<file path="config.mk">
export PLATFORM = sky130hd
export DESIGN_NAME = ascii_integer_field_parser
export DESIGN_NICKNAME = d
export VERILOG_FILES = /design/src/hdl/aifp_pkg.sv /design/src/hdl/ascii_integer_field_parser.sv
export SDC_FILE = /design/constraint.sdc
export NUM_CORES = 1
export LEC_CHECK = 0
export ABC_AREA = 1
export BUFFER_PORTS_ARGS = -buffer_cell sky130_fd_sc_hd__buf_2
export CAP_MARGIN = 20
export CORE_UTILIZATION = 45
export DETAILED_ROUTE_END_ITERATION = 10
export GPL_TIMING_DRIVEN = 1
export PLACE_DENSITY_LB_ADDON = 0.25
export SLEW_MARGIN = 0
export SYNTH_ARGS = -nofsm -noshare
export SYNTH_HDL_FRONTEND = slang
export SYNTH_SLANG_ARGS = --single-unit
</file>
<file path="constraint.sdc">
create_clock -name clk -period 23.5 [get_ports clk]
set_input_delay 3.525 -clock clk [delete_from_list [all_inputs] [get_ports clk]]
set_output_delay 3.525 -clock clk [all_outputs]
set_load 0.005 [all_outputs]
</file>
<file path="src/hdl/aifp_pkg.sv">
`timescale 1ns / 1ps
// Shared constants, types and the digit decoder for the ASCII integer field parser.
// No dependencies.
package aifp_pkg;

  // field widths
  localparam int CH_W    = 8;
  localparam int BASE_W  = 6;
  localparam int LEN_W   = 8;
  localparam int VAL_W   = 64;
  localparam int CNT_W   = 16;

  // stream packing widths
  localparam int IN_DATA_W  = 24;
  localparam int OUT_DATA_W = 80;

  // character codes
  localparam logic [CH_W-1:0] CH_NUL   = 8'h00;
  localparam logic [CH_W-1:0] CH_MINUS = 8'h2D;
  localparam logic [CH_W-1:0] CH_PLUS  = 8'h2B;
  localparam logic [CH_W-1:0] CH_ZERO  = 8'h30;
  localparam logic [CH_W-1:0] CH_NINE  = 8'h39;
  localparam logic [CH_W-1:0] CH_X     = 8'h78;
  localparam logic [CH_W-1:0] CH_UA    = 8'h41;
  localparam logic [CH_W-1:0] CH_LA    = 8'h61;

  // radix limits
  localparam logic [BASE_W-1:0] RADIX_MAX  = 6'd36;
  localparam logic [BASE_W-1:0] RADIX_DEC  = 6'd10;
  localparam logic [BASE_W-1:0] RADIX_OCT  = 6'd8;
  localparam logic [BASE_W-1:0] RADIX_HEX  = 6'd16;
  localparam logic [BASE_W-1:0] RADIX_AUTO = 6'd0;

  localparam logic [CNT_W-1:0] CNT_MAX = 16'hFFFF;

  typedef struct packed {
    logic              ok;
    logic [BASE_W-1:0] val;
  } digit_t;

  // value of a character as a digit in the given radix
  function automatic digit_t digit_of(input logic [CH_W-1:0] c, input logic [BASE_W-1:0] r);
    digit_t          d;
    logic [CH_W:0]   c_e;
    logic [CH_W:0]   r_e;
    logic [CH_W-1:0] diff;
    d.ok  = 1'b0;
    d.val = '0;
    c_e   = {1'b0, c};
    r_e   = {3'b000, r};
    if (r <= RADIX_DEC) begin
      diff = c - CH_ZERO;
      if (c >= CH_ZERO && c_e < ({1'b0, CH_ZERO} + r_e)) begin
        d.ok  = 1'b1;
        d.val = diff[BASE_W-1:0];
      end
    end else begin
      if (c >= CH_ZERO && c <= CH_NINE) begin
        diff  = c - CH_ZERO;
        d.ok  = 1'b1;
        d.val = diff[BASE_W-1:0];
      end
      if (c >= CH_UA && c_e < ({1'b0, CH_UA} + r_e - 9'd10)) begin
        diff  = c - CH_UA;
        d.ok  = 1'b1;
        d.val = diff[BASE_W-1:0] + 6'd10;
      end
      if (c >= CH_LA && c_e < ({1'b0, CH_LA} + r_e - 9'd10)) begin
        diff  = c - CH_LA;
        d.ok  = 1'b1;
        d.val = diff[BASE_W-1:0] + 6'd10;
      end
    end
    return d;
  endfunction

endpackage

</file>
<file path="src/hdl/ascii_integer_field_parser.sv">
`timescale 1ns / 1ps
// Top level of the ASCII integer field parser: input register, field state and result register.
// Depends on aifp_pkg.

// The parser takes one character per cycle and gives one result when a field
// ends, via the input register and then the result register. A request with
// in_tuser set opens a new field and brings its radix and length limit; radix 0
// picks 16, 8 or 10 from the prefix. The value comes out already signed and
// wrapped modulo 2^64. The rate is one character per cycle, set by the
// accumulator loop: one multiply by the radix and one add per character. The
// input side takes one more character while a result waits, and stalls when
// that held character meets a result that has not been taken.
module ascii_integer_field_parser
  import aifp_pkg::*;
(
  input  logic                  clk,
  input  logic                  rst_n,
  input  logic                  in_tvalid,
  output logic                  in_tready,
  input  logic [IN_DATA_W-1:0]  in_tdata,   // ch[7:0], base[13:8], max_len[21:14], zero fill
  input  logic                  in_tuser,   // start_req
  output logic                  out_tvalid,
  input  logic                  out_tready,
  output logic [OUT_DATA_W-1:0] out_tdata,  // value[63:0], chars_used[79:64]
  output logic                  out_tuser   // pushed_back
);

  // field phases
  localparam logic [2:0] PH_IDLE   = 3'd0;
  localparam logic [2:0] PH_SIGN   = 3'd1;
  localparam logic [2:0] PH_PREFIX = 3'd2;
  localparam logic [2:0] PH_ZERO   = 3'd3;
  localparam logic [2:0] PH_DIGITS = 3'd4;

  logic              in_valid_r;
  logic [CH_W-1:0]   in_ch_r;
  logic              in_start_r;
  logic [BASE_W-1:0] in_base_r;
  logic [LEN_W-1:0]  in_len_r;

  logic [2:0]        phase_r, phase_nxt;
  logic              neg_r, neg_nxt;
  logic [VAL_W-1:0]  acc_r, acc_nxt;
  logic [CNT_W-1:0]  cons_r, cons_nxt;
  logic [BASE_W-1:0] radix_r, radix_nxt;
  logic [LEN_W-1:0]  limit_r, limit_nxt;

  logic              out_valid_r;
  logic [VAL_W-1:0]  out_value_r;
  logic [CNT_W-1:0]  out_cnt_r;
  logic              out_pb_r;

  logic              advance;
  logic              fin;
  logic              pb;
  logic [CNT_W-1:0]  cnt_res;

  // handshake
  assign advance   = in_valid_r && (!out_valid_r || out_tready);
  assign in_tready = !in_valid_r || advance;

  // input register
  always_ff @(posedge clk) begin
    if (!rst_n) begin
      in_valid_r <= 1'b0;
    end else if (in_tready) begin
      in_valid_r <= in_tvalid;
    end
  end

  always_ff @(posedge clk) begin
    if (in_tready && in_tvalid) begin
      in_ch_r    <= in_tdata[7:0];
      in_base_r  <= in_tdata[13:8];
      in_len_r   <= in_tdata[21:14];
      in_start_r <= in_tuser;
    end
  end

  // field step for the held character
  always_comb begin
    logic              stop;
    logic              at_lim;
    digit_t            dg;
    logic [VAL_W-1:0]  dterm;
    phase_nxt = phase_r;
    neg_nxt   = neg_r;
    acc_nxt   = acc_r;
    cons_nxt  = cons_r;
    radix_nxt = radix_r;
    limit_nxt = limit_r;
    fin       = 1'b0;
    pb        = 1'b0;
    stop      = 1'b0;
    at_lim    = 1'b0;
    dg        = '0;
    dterm     = '0;
    cnt_res   = '0;

    // a start request reopens the field
    if (in_start_r) begin
      phase_nxt = PH_SIGN;
      neg_nxt   = 1'b0;
      acc_nxt   = '0;
      cons_nxt  = '0;
      radix_nxt = (in_base_r > RADIX_MAX) ? RADIX_MAX : in_base_r;
      limit_nxt = in_len_r;
    end

    if (in_start_r || phase_r != PH_IDLE) begin
      if (cons_nxt != CNT_MAX) begin
        cons_nxt = cons_nxt + 16'd1;
      end
      at_lim = (limit_nxt != '0) && (cons_nxt == {8'd0, limit_nxt});

      // optional sign
      if (phase_nxt == PH_SIGN) begin
        if (in_ch_r == CH_MINUS || in_ch_r == CH_PLUS) begin
          neg_nxt = (in_ch_r == CH_MINUS);
          stop    = 1'b1;
          if (at_lim) begin
            fin = 1'b1;
          end else begin
            phase_nxt = PH_PREFIX;
          end
        end else begin
          phase_nxt = PH_PREFIX;
        end
      end

      // radix prefix
      if (!stop) begin
        if (phase_nxt == PH_PREFIX) begin
          if (radix_nxt == RADIX_AUTO) begin
            if (in_ch_r != CH_ZERO) begin
              radix_nxt = RADIX_DEC;
            end else begin
              stop = 1'b1;
              if (at_lim) begin
                fin = 1'b1;
              end else begin
                phase_nxt = PH_ZERO;
              end
            end
          end
          if (!stop) begin
            phase_nxt = PH_DIGITS;
          end
        end else if (phase_nxt == PH_ZERO) begin
          if (in_ch_r != CH_X) begin
            radix_nxt = RADIX_OCT;
            phase_nxt = PH_DIGITS;
          end else begin
            radix_nxt = RADIX_HEX;
            stop      = 1'b1;
            if (at_lim) begin
              fin = 1'b1;
            end else begin
              phase_nxt = PH_DIGITS;
            end
          end
        end
      end

      // digits, accumulated with the sign already applied
      if (!stop) begin
        dg = digit_of(in_ch_r, radix_nxt);
        if (in_ch_r == CH_NUL) begin
          fin = 1'b1;
        end else if (!dg.ok) begin
          fin = 1'b1;
          pb  = 1'b1;
        end else begin
          dterm   = neg_nxt ? (64'd0 - {58'd0, dg.val}) : {58'd0, dg.val};
          acc_nxt = acc_nxt * {58'd0, radix_nxt} + dterm;
          if (at_lim) begin
            fin = 1'b1;
          end
        end
      end
    end

    // count seen by the result, push-back not counted
    cnt_res = cons_nxt;
    if (pb && cons_nxt != '0 && cons_nxt != CNT_MAX) begin
      cnt_res = cons_nxt - 16'd1;
    end
    if (fin) begin
      phase_nxt = PH_IDLE;
      cons_nxt  = cnt_res;
    end
  end

  // field state
  always_ff @(posedge clk) begin
    if (!rst_n) begin
      phase_r <= PH_IDLE;
      neg_r   <= 1'b0;
      acc_r   <= '0;
      cons_r  <= '0;
      radix_r <= '0;
      limit_r <= '0;
    end else if (advance) begin
      phase_r <= phase_nxt;
      neg_r   <= neg_nxt;
      acc_r   <= acc_nxt;
      cons_r  <= cons_nxt;
      radix_r <= radix_nxt;
      limit_r <= limit_nxt;
    end
  end

  // result register
  always_ff @(posedge clk) begin
    if (!rst_n) begin
      out_valid_r <= 1'b0;
    end else if (advance) begin
      out_valid_r <= fin;
    end else if (out_tready) begin
      out_valid_r <= 1'b0;
    end
  end

  always_ff @(posedge clk) begin
    if (advance && fin) begin
      out_value_r <= acc_nxt;
      out_cnt_r   <= cnt_res;
      out_pb_r    <= pb;
    end
  end

  assign out_tvalid = out_valid_r;
  assign out_tdata  = {out_cnt_r, out_value_r};
  assign out_tuser  = out_pb_r;

endmodule

</file>
==> metrics, run 1 <==
clock tree from TritonCTS built; Core Rows 83; normalized max-slew margin 0.274; detailed-route wire length on metal 1 28,300 um; WL/cell 16.3 um; final setup skew 0.0138 ns; fraction of the mapped netlist area in compound gates 0.122; met2 wire len 28,900 um; initial cell density of the core 0.457; First DRT Iteration DRCs 1,598; status completed; Sum Neg Setup Slack 0 ns; number of iterations in the first detailed-routing pass 6; global placer's final weighted congestion 0.930; fraction of layout cells with a size suffix above 1 0.0773; crit-path most repeated cell nand2_1; delay of the slowest critical-path stage 0.66 ns; source of the worst hold timing path radix_r[2]; vertical die dimension 231 um; main combinational cell family by area after synthesis adder cells; Resized cells post-CTS 0; number of top-level pins 112; Global Route Usage Sum 0.238; simple-gate share of the synthesized area 0.205; xor and xnor fraction of the mapped netlist area 0.0342; area of the core region 0.0515 mm2; Slew @ Worst Pin 1.08 ns; start-to-end type of the worst setup path flop to flop; portion of synthesized cell area occupied by the leading cell type 0.248; top layer in use met4; post-detailed-route DRC marker count 0; Setup violations, final 0; library cells used by synthesis 55; Area growth, synth to finish 7.82%; routed vias/inst 5.28; path type of the worst min-delay path flop to flop; buffers inserted by post-CTS timing repair 0; Net Count, Synth 3,512; Detail Route met3 WL 3550 um; largest net degree at the start of global routing 97; Req. time, crit path 23.97 ns; time the final worst path needs with I/O delays and setup 12.38 ns; vias in the first global route 20,156; Fmax 80.8 MHz; sequential cell area fraction in the yosys report 0.218; maximum resistive drop on vdd 0.0545 mV; final slew viol count 0; Worst setup SP type flop; worst path bufs/invs 10; Worst Setup Slack post-DPL 11.19 ns; portion of netlist area occupied by mux cells 0; Final Instance Count excl. Fillers 3,825; placed cell count 3,781; adder and majority cell fraction of the synthesized area 0.306; number of max-cap violations 0; register bit count reported by yosys 204; commonest non-fill, non-tap cells in the layout nand2_1 (751), inv_1 (574), fa_1 (292); leak pwr 12.2 nW; die area 0.0532 mm2; # H-tree levels 1; clk_lat worst skew 0.57 ns; mean instance size in the synthesized netlist 7.63 um2; Worst-path clk slew 0.06 ns; most area-hungry cell type in the Yosys netlist fa_1; post-route clock period utilization 0.527; final-report hold violation count 0; master cell of the clock root buffer clkbuf_16; unrepaired setup endpoints after global routing false; main area contributors after synthesis fa_1 (25%), edfxtp_1 (13%), nand2_1 (12%); Critical R2R Launch in_start_r; areal power density over the cells 43.6 mW/mm2; aggregate global routing overflow 0; Max Fanout on Critical Path 64; final net count 3,556; most frequent standard cell in the layout excluding fill and tap cells nand2_1; delay-heaviest family, CP compound AO/OA/AOI/OAI gates; number of routed nets with antenna violations 0; wire length of the first global-routing pass 102,000 um; final HPWL from detailed placement 47,200 um; number of synthesized flops with an enable pin 104; Longest Clk Path Bufs 3; post-synthesis instance total 3,083; Buffers on Ports 109; kind of end point of the critical path flop; detailed-route wire length 62,200 um; cell area after synthesis 0.0235 mm2; CTS Sinks 204; Cells on Worst Hold Path 2; x dimension of the die 231 um; Ys Warns 0; hold buffer count at cts 0; Final Worst Setup Slack 11.12 ns; routed via count 20,203; total inserted antenna cells 0; Setup crit start in_start_r; number of buffers created by CTS 24; Worst R2R Path Depth 58; number of cells on the critical path 58; Critical Path AT 12.84 ns; fraction of synthesis flops using an asynchronous set or reset pin 0; highest-delay cell along the critical path buf_4; dominant register cell in the synthesized netlist edfxtp_1; number of antenna violations at the first check in global routing 0
## cell type report
class | instances | area, um2
sequential | 204 | 5120
clock buffer | 30 | 653
multi-input combinational | 2187 | 15700
tap | 680 | 851
fill | 5121 | 26100
inverter | 585 | 2200
clock inverter | 14 | 143
timing repair buffer | 125 | 666
## cells in the mapped netlist, types with 17 or more instances
master and n:
a21oi_1 205, a31oi_1 22, buf_2 17, clkbuf_1 70
dfxtp_1 100, edfxtp_1 104, fa_1 292, ha_1 108
inv_1 576, nand2_1 754, nand3_1 111, nand4_1 21
nor2_1 213, nor3_1 22, o21ai_0 173, o21ai_1 55
o21ai_2 19, xnor2_1 34, xor2_1 58
## where the power goes
group	internal, mW	switching (mW)
registers	0.402	0.00966
clock network	0.211	0.165
logic	0.0994	0.219
total	0.713	0.393
## registers in the layout (all words and copies together) (netlist names)
register / count
in_start_r: 1
out_tvalid: 1
neg_r: 1
radix_r: 6
cons_r: 16
out_tuser: 1
in_ch_r: 8
acc_r: 64
in_valid_r: 1
in_base_r: 6
phase_r: 3
limit_r: 8
out_cnt_r: 16
in_len_r: 8
out_value_r: 64
## logic make-up after synthesis
logic type,Yosys count
buffers and inverters,692
XOR/XNOR,92
flip-flops,204
adder cells (fa/ha/maj),400
AO/OA/AOI/OAI,524
AND/OR/NAND/NOR,1171
## routing by layer
metal	vias to the layer above	global-route usage
li1	9730	-
met1	9793	0.329
met2	603	0.391
met3	77	0.0294
met4	0	0.0681
met5	-	0
## metrics by stage
step,hold slack [ns],cell area [um2],power (mW),util
2_1_floorplan,0.441,23500,0.650,-
3_3_place_gp,0.452,24600,0.730,0.477
3_5_place_dp,0.455,24600,0.737,0.477
4_1_cts,0.465,25400,1.12,0.493
5_1_grt,0.483,25400,1.17,0.493
6_report,0.464,25400,1.11,0.493
## worst register-to-register path: cells and delay by family, from the launching register on
family / cells / cell delay [ns]
adder cells (fa/ha/maj): 4 / 1.36
flip-flops: 1 / 0.37
buffers and inverters: 10 / 2.58
AND/OR/NAND/NOR: 26 / 3.72
AO/OA/AOI/OAI: 15 / 3.72
XOR/XNOR: 3 / 0.51
## worst paths after layout
kind           endpoint  slack [ns]
max           acc_r[45]       11.12
min          radix_r[2]        0.46
max reg2reg   acc_r[45]       11.12
min reg2reg  radix_r[2]        0.46
(Power assumes the default switching activity.)
==> run 2, diff against run 1 <==
ABC_AREA = 0   (was 1)
clock period = 10.5 ns   (was 23.5 ns; I/O delays follow)
==> run 2 against run 1 <==
- worst setup slack lost 10 ns
- maximum frequency grew 26%
- clock-buffer cell count is the same
- synthesized cell count shrank 15%
- sequential power grew 120%
- non-clock buffer count grew 22
- register-to-register slack lost 10 ns
- via count shrank 6.1%
- worst hold slack lost 0.015 ns
- wire length grew 0.36%
- largest cell class unchanged
==> metrics, run 2 <==
Longest Clk Path Bufs 3 (unchanged); largest registers acc_r x64, out_value_r x64 (unchanged); areal power density over the cells 88.9 mW/mm2 (was 43.6 mW/mm2); library cells used by synthesis 99 (was 55); global placer's final weighted congestion 0.897 (was 0.930); Net Count, Synth 3,061 (was 3,512); Worst-path clk slew 0.06 ns (about the same); number of iterations in the first detailed-routing pass 6 (unchanged); post-synthesis instance total 2,632 (was 3,083); total inserted antenna cells 0 (unchanged); Clock Power Share 0.410 (was 0.340); most frequent standard cell in the layout excluding fill and tap cells nand2_1 (unchanged); final net count 3,105 (was 3,556); crit-path most repeated cell ha_1 (was nand2_1); vertical die dimension 228 um (was 231 um); number of buffers created by CTS 25 (was 24); Setup violations, final 0 (unchanged); FF+latch area 0.00512 mm2 (unchanged); x dimension of the die 228 um (was 231 um); combinational share of power 0.187 (was 0.288); vias in the first global route 19,394 (was 20,156); start-to-end type of the worst setup path flop to flop (unchanged); final setup skew 0.0123 ns (was 0.0138 ns); Global Route Usage Sum 0.242 (was 0.238); Ys Warns 0 (unchanged); Area growth, synth to finish 9.26% (was 7.82%); die area 0.0520 mm2 (was 0.0532 mm2); number of max-cap violations 0 (unchanged); Sum Neg Setup Slack 0 ns (unchanged); final-report hold violation count 0 (unchanged); mean instance size in the synthesized netlist 8.73 um2 (was 7.63 um2); time the final worst path needs with I/O delays and setup 9.81 ns (was 12.38 ns); source of the worst hold timing path acc_r[2] (was radix_r[2]); Worst R2R Path Depth 36 (was 58); dominant register cell in the synthesized netlist edfxtp_1 (unchanged); commonest non-fill, non-tap cells in the layout nand2_1 (592), fa_1 (292), inv_1 (261) (was nand2_1 (751), inv_1 (574), fa_1 (292)); main area contributors after synthesis fa_1 (25%), edfxtp_1 (14%), nand2_1 (9.7%) (was fa_1 (25%), edfxtp_1 (13%), nand2_1 (12%)); post-detailed-route DRC marker count 0 (unchanged); WL/cell 18.6 um (was 16.3 um); register-to-register setup slack 0.69 ns (was 11.12 ns); path type of the worst min-delay path flop to flop (unchanged); most area-hungry cell type in the Yosys netlist fa_1 (unchanged); delay of the slowest critical-path stage 0.54 ns (was 0.66 ns); met2 wire len 30,000 um (was 28,900 um); status completed (unchanged); post-route clock period utilization 0.934 (was 0.527); detailed-route wire length on metal 1 27,200 um (was 28,300 um); routed via count 18,980 (was 20,203); final HPWL from detailed placement 46,300 um (was 47,200 um); number of routed nets with antenna violations 0 (unchanged); Core Rows 82 (was 83); Worst Setup Slack post-DPL 0.582 ns (was 11.19 ns); normalized max-slew margin 0.430 (was 0.274); routed vias/inst 5.64 (was 5.28); Max Fanout on Critical Path 46 (was 64); number of top-level pins 112 (unchanged); kind of end point of the critical path flop (unchanged); # H-tree levels 1 (unchanged); fraction of synthesis flops using an asynchronous set or reset pin 0 (unchanged); Cells on Worst Hold Path 2 (unchanged); Critical R2R Launch in_ch_r[1] (was in_start_r); leak pwr 11.1 nW (was 12.2 nW); highest-delay cell along the critical path a2111oi_0 (was buf_4); number of synthesized flops with an enable pin 104 (unchanged); final slew viol count 0 (unchanged); Buffers on Ports 109 (unchanged); cell area after synthesis 0.0230 mm2 (was 0.0235 mm2); Final Worst Setup Slack 0.688 ns (was 11.12 ns); initial cell density of the core 0.457 (about the same); Fmax 102 MHz (was 80.8 MHz); Detail Route met3 WL 4080 um (was 3550 um); maximum resistive drop on vdd 0.124 mV (was 0.0545 mV); unrepaired setup endpoints after global routing false (unchanged); portion of synthesized cell area occupied by the leading cell type 0.254 (was 0.248); Hold EP acc_r[2] (was radix_r[2]); largest net degree at the start of global routing 97 (unchanged); clock tree from TritonCTS built (unchanged); Critical Path AT 10.12 ns (was 12.84 ns); Slew @ Worst Pin 0.849 ns (was 1.08 ns); hold buffer count at cts 0 (unchanged); most used standard cell by instance count after synthesis nand2_1 (unchanged); master cell of the clock root buffer clkbuf_16 (unchanged); register bit count reported by yosys 204 (unchanged); most frequent cells after synthesis nand2_1 (593), fa_1 (292), inv_1 (261) (was nand2_1 (754), inv_1 (576), fa_1 (292)); Req. time, crit path 10.80 ns (was 23.97 ns); net switching power 0.679 mW (was 0.393 mW); multi-input combinational cell area 0.0164 mm2 (was 0.0157 mm2); number of antenna violations at the first check in global routing 1 (was 0); Worst setup SP type flop (unchanged); area of the core region 0.0503 mm2 (was 0.0515 mm2); Filler Cells Inserted 4,750 (was 5,121); sequential share of power 0.403 (was 0.372); top layer in use met5 (was met4); wire length of the first global-routing pass 102,000 um (about the same); clk_lat worst skew 0.56 ns (was 0.57 ns); Final Core Density 0.499 (was 0.493); switching part of the total power 0.304 (was 0.355); internal power 1.55 mW (was 0.713 mW); end of the worst register-to-register path out_value_r[63] (was acc_r[45]); First DRT Iteration DRCs 1,418 (was 1,598); CTS Sinks 204 (unchanged); sequential cell area fraction in the yosys report 0.223 (was 0.218); detailed-route wire length 62,500 um (was 62,200 um); aggregate global routing overflow 0 (unchanged); fraction of layout cells with a size suffix above 1 0.0935 (was 0.0773)
[run 2: what timing repair did]
item | 4_1_cts | 5_1_grt
resized for setup | 0 | 2
setup buffers | 0 | 0
endpoints found under the setup margin | 0 | 6
[run 2: stage by stage]
stage / std cells / power [mW] / hold WS [ns] / instance area [um2]
4_1_cts: 3362 / 2.26 / 0.450 / 25000
3_3_place_gp: 3317 / 1.32 / 0.433 / 24200
6_report: 3366 / 2.23 / 0.449 / 25100
2_1_floorplan: 2632 / 1.19 / 0.417 / 23000
5_1_grt: 3366 / 2.33 / 0.465 / 25100
3_5_place_dp: 3317 / 1.32 / 0.442 / 24200
[run 2: worst max-delay path by stage]
stage / end / cells after the start / startpoint
6_report: out_value_r[63] / 36 / in_ch_r[1]
5_1_grt: out_value_r[63] / 36 / in_ch_r[1]
4_1_cts: out_value_r[63] / 36 / in_ch_r[1]
3_5_place_dp: out_value_r[63] / 36 / in_ch_r[1]
3_3_place_gp: out_value_r[63] / 36 / in_ch_r[1]
2_1_floorplan: out_value_r[63] / 35 / in_start_r
[run 2: per-layer routing]
layer,global-route usage,vias up
met2,0.410,631
met3,0.0390,100
met1,0.321,9421
li1,-,8826
met5,0,-
met4,0.0589,2
[run 2: critical path, delay by kind of cell (launching register included)]
family	cells	cell delay [ns]
AOI/OAI and AO/OA	13	3.65
and+or+nand+nor	9	2.03
adders and majority gates	5	1.57
buffers and inverters	6	1.25
DFF	1	0.51
xor gates and xnor gates	2	0.32
muxes	1	0.18
[run 2: area by class of cell]
class                           instances  share of cell area
Timing Repair Buffer                  147              0.0350
Multi-Input combinational cell       2034               0.654
Clock inverter                         15             0.00763
Inverter                              264              0.0395
Clock buffer                           30              0.0261
Sequential cell                       204               0.204
Tap cell                              672              0.0335
[run 2: kinds of logic (layout without fill, tap and decap cells)]
logic type	count (synthesis)	count (layout)	share of synthesized area
xor+xnor	120	120	0.0464
flops	204	204	0.223
fa+ha+maj	400	400	0.313
simple gates	1001	1001	0.200
mux	23	23	0.0106
compound gates	490	490	0.140
buf+inv	394	456	0.0668
[run 2: power groups by stage]
stage / sequential, mW / clock [mW] / combinational [mW]
finish: 0.899 / 0.915 / 0.418
global route: 0.903 / 0.971 / 0.458
CTS: 0.899 / 0.948 / 0.411
detailed placement: 0.916 / 0 / 0.408
global placement: 0.915 / 0 / 0.401
floorplan: 0.906 / 0 / 0.286
